### config.mk
export PLATFORM = sky130hd
export DESIGN_NAME = pbkdf_front
export DESIGN_NICKNAME = d
export VERILOG_FILES = /design/src/sv/pbkdf_pkg.sv /design/src/sv/pbkdf_front.sv
export SDC_FILE = /design/constraint.sdc
export NUM_CORES = 1
export LEC_CHECK = 0
export ABC_CLOCK_PERIOD_IN_PS = 3600
export BUFFER_PORTS_ARGS = -buffer_cell sky130_fd_sc_hd__buf_4
export CAP_MARGIN = 15
export CORE_MARGIN = 8
export CORE_UTILIZATION = 59
export CTS_BUF_LIST = sky130_fd_sc_hd__clkbuf_2
export CTS_CLUSTER_SIZE = 24
export DETAILED_ROUTE_END_ITERATION = 12
export GPL_TIMING_DRIVEN = 0
export PLACE_DENSITY = 0.82
export SETUP_SLACK_MARGIN = 0.15
export SYNTH_ARGS = -nofsm -noshare
export SYNTH_HDL_FRONTEND = slang
export SYNTH_SLANG_ARGS = --single-unit
### constraint.sdc
create_clock -name clk -period 3.6 [get_ports clk]
set_input_delay 0.72 -clock clk [delete_from_list [all_inputs] [get_ports clk]]
set_output_delay 0.72 -clock clk [all_outputs]
set_load 0.02 [all_outputs]
### src/sv/pbkdf_pkg.sv
// Shared types, codes and constants for the PBKDF2 HMAC-SHA-256 derive unit.
// Holds the SHA-256 round constants and initial hash; depends on nothing.
`default_nettype none

package pbkdf_pkg;

  localparam int MAX_PASSWORD_BYTES = 64;
  localparam int MAX_SALT_BYTES = 64;
  localparam int MAX_KEY_BYTES = 64;
  localparam int DIGEST_BYTES = 32;
  localparam int SHA_BLOCK_BYTES = 64;
  localparam int SHA_ROUNDS = 64;
  localparam int BUF_AW = $clog2(MAX_PASSWORD_BYTES);
  localparam int SALT_ONE_BLOCK_MAX = SHA_BLOCK_BYTES - 4 - 9;
  localparam int QUEUE_DEPTH = 2;

  localparam logic [1:0] ACT_PASSWORD = 2'd0;
  localparam logic [1:0] ACT_SALT = 2'd1;
  localparam logic [1:0] ACT_DERIVE = 2'd2;

  localparam logic [1:0] ST_OK = 2'd0;
  localparam logic [1:0] ST_PWD_FULL = 2'd1;
  localparam logic [1:0] ST_SALT_FULL = 2'd2;

  localparam logic CFG_ITER = 1'b0;
  localparam logic CFG_KEYLEN = 1'b1;
  localparam logic [31:0] CFG_ITER_RESET = 32'd1;
  localparam logic [6:0] CFG_KEYLEN_RESET = 7'd32;

  localparam logic [7:0] IPAD_BYTE = 8'h36;
  localparam logic [7:0] OPAD_BYTE = 8'h5c;
  localparam logic [7:0] PAD_MARK = 8'h80;

  typedef struct packed {
    logic [1:0] action;
    logic [7:0] data_byte;
  } item_t;

  typedef struct packed {
    logic [7:0] key_byte;
    logic       last;
    logic [1:0] status;
  } result_t;

  typedef struct packed {
    logic [31:0] iteration_count;
    logic [6:0]  key_length;
  } cfg_t;

  typedef enum logic [2:0] {
    CMD_WR_PWD,
    CMD_WR_SALT,
    CMD_ERR_PWD,
    CMD_ERR_SALT,
    CMD_DERIVE
  } cmd_kind_t;

  typedef struct packed {
    cmd_kind_t         kind;
    logic [7:0]        data;
    logic [BUF_AW-1:0] addr;
    logic [6:0]        pwd_count;
    logic [6:0]        salt_count;
  } cmd_t;

  typedef struct packed {
    logic valid;
    cmd_t cmd;
  } cmd_link_t;

  typedef enum logic [2:0] {
    BK_IDLE,
    BK_FILL,
    BK_HASH,
    BK_WAIT,
    BK_EMIT
  } bk_state_t;

  typedef enum logic [2:0] {
    MSG_IPAD,
    MSG_OPAD,
    MSG_SALT,
    MSG_CHAIN,
    MSG_OUTER
  } msg_kind_t;

  localparam logic [255:0] SHA_IV = {
    32'h6a09e667, 32'hbb67ae85, 32'h3c6ef372, 32'ha54ff53a,
    32'h510e527f, 32'h9b05688c, 32'h1f83d9ab, 32'h5be0cd19
  };

  localparam logic [31:0] SHA_K [SHA_ROUNDS] = '{
    32'h428a2f98, 32'h71374491, 32'hb5c0fbcf, 32'he9b5dba5,
    32'h3956c25b, 32'h59f111f1, 32'h923f82a4, 32'hab1c5ed5,
    32'hd807aa98, 32'h12835b01, 32'h243185be, 32'h550c7dc3,
    32'h72be5d74, 32'h80deb1fe, 32'h9bdc06a7, 32'hc19bf174,
    32'he49b69c1, 32'hefbe4786, 32'h0fc19dc6, 32'h240ca1cc,
    32'h2de92c6f, 32'h4a7484aa, 32'h5cb0a9dc, 32'h76f988da,
    32'h983e5152, 32'ha831c66d, 32'hb00327c8, 32'hbf597fc7,
    32'hc6e00bf3, 32'hd5a79147, 32'h06ca6351, 32'h14292967,
    32'h27b70a85, 32'h2e1b2138, 32'h4d2c6dfc, 32'h53380d13,
    32'h650a7354, 32'h766a0abb, 32'h81c2c92e, 32'h92722c85,
    32'ha2bfe8a1, 32'ha81a664b, 32'hc24b8b70, 32'hc76c51a3,
    32'hd192e819, 32'hd6990624, 32'hf40e3585, 32'h106aa070,
    32'h19a4c116, 32'h1e376c08, 32'h2748774c, 32'h34b0bcb5,
    32'h391c0cb3, 32'h4ed8aa4a, 32'h5b9cca4f, 32'h682e6ff3,
    32'h748f82ee, 32'h78a5636f, 32'h84c87814, 32'h8cc70208,
    32'h90befffa, 32'ha4506ceb, 32'hbef9a3f7, 32'hc67178f2
  };

  function automatic logic [7:0] digest_byte(logic [255:0] v, logic [4:0] i);
    return v[{~i, 3'b000} +: 8];
  endfunction

endpackage

`default_nettype wire

### src/sv/pbkdf_front.sv
// Front end: takes input transactions, tracks buffer fill and flags overflow,
// and queues classified commands for the back end. Depends on pbkdf_pkg.
`default_nettype none

module pbkdf_front import pbkdf_pkg::*; (
  input  logic      clk,
  input  logic      rst,
  input  logic      start,
  input  item_t     item,
  output logic      busy,
  output cmd_link_t link,
  input  logic      pop
);

  logic [6:0] pwd_count;
  logic [6:0] salt_count;
  cmd_t       q [QUEUE_DEPTH];
  logic       wptr;
  logic       rptr;
  logic [1:0] fill;
  logic       accept;
  logic       push;
  cmd_t       ent;

  assign busy = (fill == 2'(QUEUE_DEPTH));
  assign accept = start && !busy;
  assign link.valid = (fill != 2'd0);
  assign link.cmd = q[rptr];

  always_comb begin
    ent.kind = CMD_WR_PWD;
    ent.data = item.data_byte;
    ent.addr = pwd_count[BUF_AW-1:0];
    ent.pwd_count = pwd_count;
    ent.salt_count = salt_count;
    push = 1'b0;
    if (accept) begin
      unique case (item.action)
        ACT_PASSWORD: begin
          push = 1'b1;
          ent.kind = (pwd_count >= 7'(MAX_PASSWORD_BYTES)) ? CMD_ERR_PWD : CMD_WR_PWD;
        end
        ACT_SALT: begin
          push = 1'b1;
          ent.addr = salt_count[BUF_AW-1:0];
          ent.kind = (salt_count >= 7'(MAX_SALT_BYTES)) ? CMD_ERR_SALT : CMD_WR_SALT;
        end
        ACT_DERIVE: begin
          push = 1'b1;
          ent.kind = CMD_DERIVE;
        end
        default: begin
          push = 1'b0;
        end
      endcase
    end
  end

  always_ff @(posedge clk) begin
    if (rst) begin
      pwd_count <= '0;
      salt_count <= '0;
      wptr <= 1'b0;
      rptr <= 1'b0;
      fill <= '0;
    end else begin
      if (push) begin
        wptr <= ~wptr;
        if (ent.kind == CMD_WR_PWD) begin
          pwd_count <= pwd_count + 7'd1;
        end
        if (ent.kind == CMD_WR_SALT) begin
          salt_count <= salt_count + 7'd1;
        end
        if (ent.kind == CMD_DERIVE) begin
          pwd_count <= '0;
          salt_count <= '0;
        end
      end
      if (pop) begin
        rptr <= ~rptr;
      end
      fill <= fill + 2'(push) - 2'(pop);
    end
  end

  always_ff @(posedge clk) begin
    if (push) begin
      q[wptr] <= ent;
    end
  end

endmodule

`default_nettype wire

==> impl_results.md <==
* Status: completed
* Initial antenna violation count at 0
* Maximum number of pins on one net before global-route repair at 32
* Proportion of register bits with asynchronous set or reset after synthesis at 0%
* Startpoint of the most critical hold path: item[7]
* Combinational share of power at 20.7%
* Aggregate routed wire length at 5.75 mm
* Destination of the worst register-to-register timing path: q[0][1]
* Die outline width at 90.1 um
* Remaining Overflow, GRT at 0
* Via total after detailed routing at 1895
* Required time of the worst setup path at 2.88 ns
* Cell area after synthesis at 3240 um2
* R2R cell count at 4
* Row count at 27
* Setup repair after global routing missed its margin: false
* Initial DRT Pass Iterations at 4
* Hold-critical path depth at 1
* Weighted congestion at the end of routability-driven global placement at 0.799
* Final setup violation count at 0
* Clock insertion delay at the later pin of the skew report at 0.52 ns
* Delay contributed by the slowest stage of the critical path at 0.52 ns
* Internal power contribution at 0.00145 W
* Cell count after synthesis at 210
* Number of port buffers at 44
* Clock Pin Slew Worst Setup and Hold Paths at 0.21 ns
* Reported net switching power at 0.000554 W
* Nets in the synthesized netlist at 228
* Half-perimeter wire length after detailed placement at 3.81 mm
* Residual antenna-violating net count after detailed routing at 0
* Ratio of final minimum period to clock period at 75.7%
* Number of sinks driven by the clock tree at 81
* Total power divided by cell area at 528 nW/um2
* Sequential cell area at 2240 um2
* Dominant delay contributor by cell family on the critical path: buffers and inverters
* Worst Path Arrival at 2.01 ns
* Max-slew headroom at the worst pin at 36.6%
* Minimum period implied by the final worst setup slack at 2.73 ns
* Setup TNS at 0 ns
* Hold bufs inserted after CTS at 0
* Capture endpoint of the worst hold path: q[0][27]
* Largest fanout of any net on the critical path at 10
* Count of buffers added by post-CTS timing repair for setup at 0
* Slew at the pin closest to its max-slew limit at 0.949 ns
* Post-route clock skew at 0.0267 ns
* # nets final at 283
* Number of stages on the worst setup path at 3
* Area grow syn2layout at 16.7%
* Maximum clock frequency at 367 MHz
* Number of antenna diodes at 0
* Post-synthesis sequential area ratio at 69.1%
* Sort of element at the end of the critical path: output port
* Average wire per standard cell at 16.8 um
* CTS Buf Count at 9
* Count of cell types in the netlist at 37
* Hold Crit Class: primary input to register
* Starting density of the core at 60.0%
* Switching Fraction at 27.7%
* Main synth FF type: sky130_fd_sc_hd__edfxtp_1
* Worst-path cell chain: buf_1, mux2_2, buf_4
* Post-Syn Area per Cell at 15.4 um2
* Die area at 8130 um2
* Initial detailed-routing violation count at 116
* Area occupied by multi-input gates at 960 um2
* Worst flop-to-flop path startpoint: fill[0]
* Fraction of layout cells with a size suffix above 1 at 39.6%
* Category of the most critical setup path: register to output port
* Sequential share of power at 56.6%
* Cell with the largest stage delay on the worst path: sky130_fd_sc_hd__buf_1
* Filler Cell Count at 391
* Total buffers and inverters traversed by the critical path at 2
* Die extent in y at 90.1 um
* Number of global-route vias before repair at 1916
* Detailed-route DRC error count at 0
* Peak VDD IR at 0.418 mV
* PostCTS Resize Cnt at 0
* Top Ports at 47
* Worst-case hold slack at 0.366 ns
* Clock tree from TritonCTS: yes
* Final Max Tran Viols at 0
* Number of enable flip-flop cells after synthesis at 62
* Global-route wire length before repair at 9.49 mm
* Pleak at 1.42 nW
* Total power after layout at 0.00200 W
* Vias per cell at 5.54
* Count of H-tree levels built during CTS at 3
* Cell at the root of the clock tree: sky130_fd_sc_hd__clkbuf_2
* Part of the total power dissipated in the clock network at 22.6%
* CORE AREA at 5410 um2
* Flip-flop and latch count after synthesis at 81
* Clk buf depth at 2
* Startpoint Class: register
* Overall track demand over capacity in global routing at 14.9%
* Max-cap violations at 0
* Yosys Warn Count at 0
* Final-report hold violation count at 0
* Register-to-register setup slack at 1.34 ns
==> synth_stat cells (2+ instances only) <==
library cell	count	share of area (%)
sky130_fd_sc_hd__and3_1	3	0.58
sky130_fd_sc_hd__xnor2_1	3	0.81
sky130_fd_sc_hd__nand3_1	4	0.62
sky130_fd_sc_hd__mux2_2	37	13
sky130_fd_sc_hd__buf_1	3	0.35
sky130_fd_sc_hd__nor2_1	14	1.6
sky130_fd_sc_hd__nand2_1	5	0.58
sky130_fd_sc_hd__nor2b_1	2	0.39
sky130_fd_sc_hd__dfxtp_1	19	12
sky130_fd_sc_hd__nand4_1	3	0.58
sky130_fd_sc_hd__edfxtp_1	62	57
sky130_fd_sc_hd__a21oi_1	5	0.77
sky130_fd_sc_hd__buf_2	3	0.46
sky130_fd_sc_hd__o21ai_0	3	0.46
sky130_fd_sc_hd__or3_1	4	0.77
sky130_fd_sc_hd__nor3_1	2	0.31
sky130_fd_sc_hd__xor2_1	7	1.9
sky130_fd_sc_hd__ha_1	4	1.5
sky130_fd_sc_hd__o2111ai_1	2	0.54
sky130_fd_sc_hd__nand2b_1	3	0.58
sky130_fd_sc_hd__inv_1	5	0.58
sky130_fd_sc_hd__nand4b_1	2	0.54
==> routing by layer <==
metal / GRT usage [%] / vias up / part of all wire, % / wire, um
li1: - / 895 / - / -
met5: 0 / - / 0 / 0
met1: 18.4 / 939 / 46 / 2660
met4: 7.77 / 0 / 1.4 / 82
met3: 4.74 / 10 / 4.7 / 273
met2: 22.9 / 51 / 48 / 2740
==> flip-flops by register name, indices dropped and copies added (netlist names), named ones only <==
signal and flops:
salt_count 7, rptr 1, fill 2, wptr 1
pwd_count 7, q 62
==> cell families after synthesis <==
| group | after synthesis | share of synthesized area [%] |
|---|---|---|
| DFF | 81 | 69.1 |
| buffers and inverters | 13 | 1.74 |
| adders and majority gates | 4 | 1.54 |
| AOI/OAI and AO/OA | 15 | 3.36 |
| and+or+nand+nor | 49 | 8.37 |
| muxes | 38 | 13.2 |
| xor gates and xnor gates | 10 | 2.70 |
==> worst register-to-register path, delay by kind of cell, from the launching register on <==
kind / cells / cell delay (ns)
flops: 1 / 0.38
buf+inv: 1 / 0.25
simple gates: 3 / 1.29
==> cell type report <==
type                       count  area share [%]
sequential                    81            59.2
multi-input combinational    116            25.4
timing repair buffer          44            8.73
tap                           72            2.38
clock buffer                  12            1.59
clock inverter                 4            1.22
buffer                         8           0.992
inverter                       5           0.496
==> how the worst max path moves through the flow <==
stage / start / slack, ns / endpoint
after floorplan: item[8] / 0.77 / q[0][0]
after global placement: start / -0.09 / q[1][27]
after detailed placement: start / 1.08 / q[0][27]
after CTS: register / 0.84 / link[28]
after global routing: register / 0.76 / link[17]
final: register / 0.87 / link[12]
==> layout by cell type (no fill, tap or decap), types with 2 or more instances in the layout <==
cell / n
sky130_fd_sc_hd__edfxtp_1: 62
sky130_fd_sc_hd__buf_4: 45
sky130_fd_sc_hd__mux2_2: 37
sky130_fd_sc_hd__dfxtp_1: 19
sky130_fd_sc_hd__nor2_1: 12
sky130_fd_sc_hd__clkbuf_2: 12
sky130_fd_sc_hd__xor2_1: 7
sky130_fd_sc_hd__inv_1: 5
sky130_fd_sc_hd__nand2_1: 5
sky130_fd_sc_hd__a21oi_1: 5
sky130_fd_sc_hd__nand3_1: 4
sky130_fd_sc_hd__or3_1: 4
sky130_fd_sc_hd__ha_1: 4
sky130_fd_sc_hd__buf_2: 3
sky130_fd_sc_hd__nand2b_1: 3
sky130_fd_sc_hd__and3_1: 3
sky130_fd_sc_hd__buf_1: 3
sky130_fd_sc_hd__nand4_1: 3
sky130_fd_sc_hd__o21ai_0: 3
sky130_fd_sc_hd__xnor2_1: 3
sky130_fd_sc_hd__nand4b_1: 2
sky130_fd_sc_hd__nor3_1: 2
sky130_fd_sc_hd__nor2_4: 2
sky130_fd_sc_hd__nor2b_1: 2
sky130_fd_sc_hd__o2111ai_1: 2
==> power by group through the flow <==
stage | sequential [W] | combinational (W) | clock (W)
4_1_cts | 0.00113 | 0.000423 | 0.000464
3_3_place_gp | 0.00115 | 0.000409 | 0
5_1_grt | 0.00114 | 0.000448 | 0.000498
2_1_floorplan | 0.00115 | 0.000264 | 0
3_5_place_dp | 0.00116 | 0.000421 | 0
6_report | 0.00113 | 0.000415 | 0.000453
==> per-stage QoR <==
stage	setup slack, ns	instance area, um2	utilization (%)	cells
after floorplan	0.767	3240	-	210
after global placement	-0.0890	3660	67.8	326
after detailed placement	1.08	3680	68.1	326
after CTS	0.843	3780	70.0	342
after global routing	0.760	3780	70.0	342
final	0.874	3780	70.0	342
Note: power is estimated with default switching activity, not from simulation.
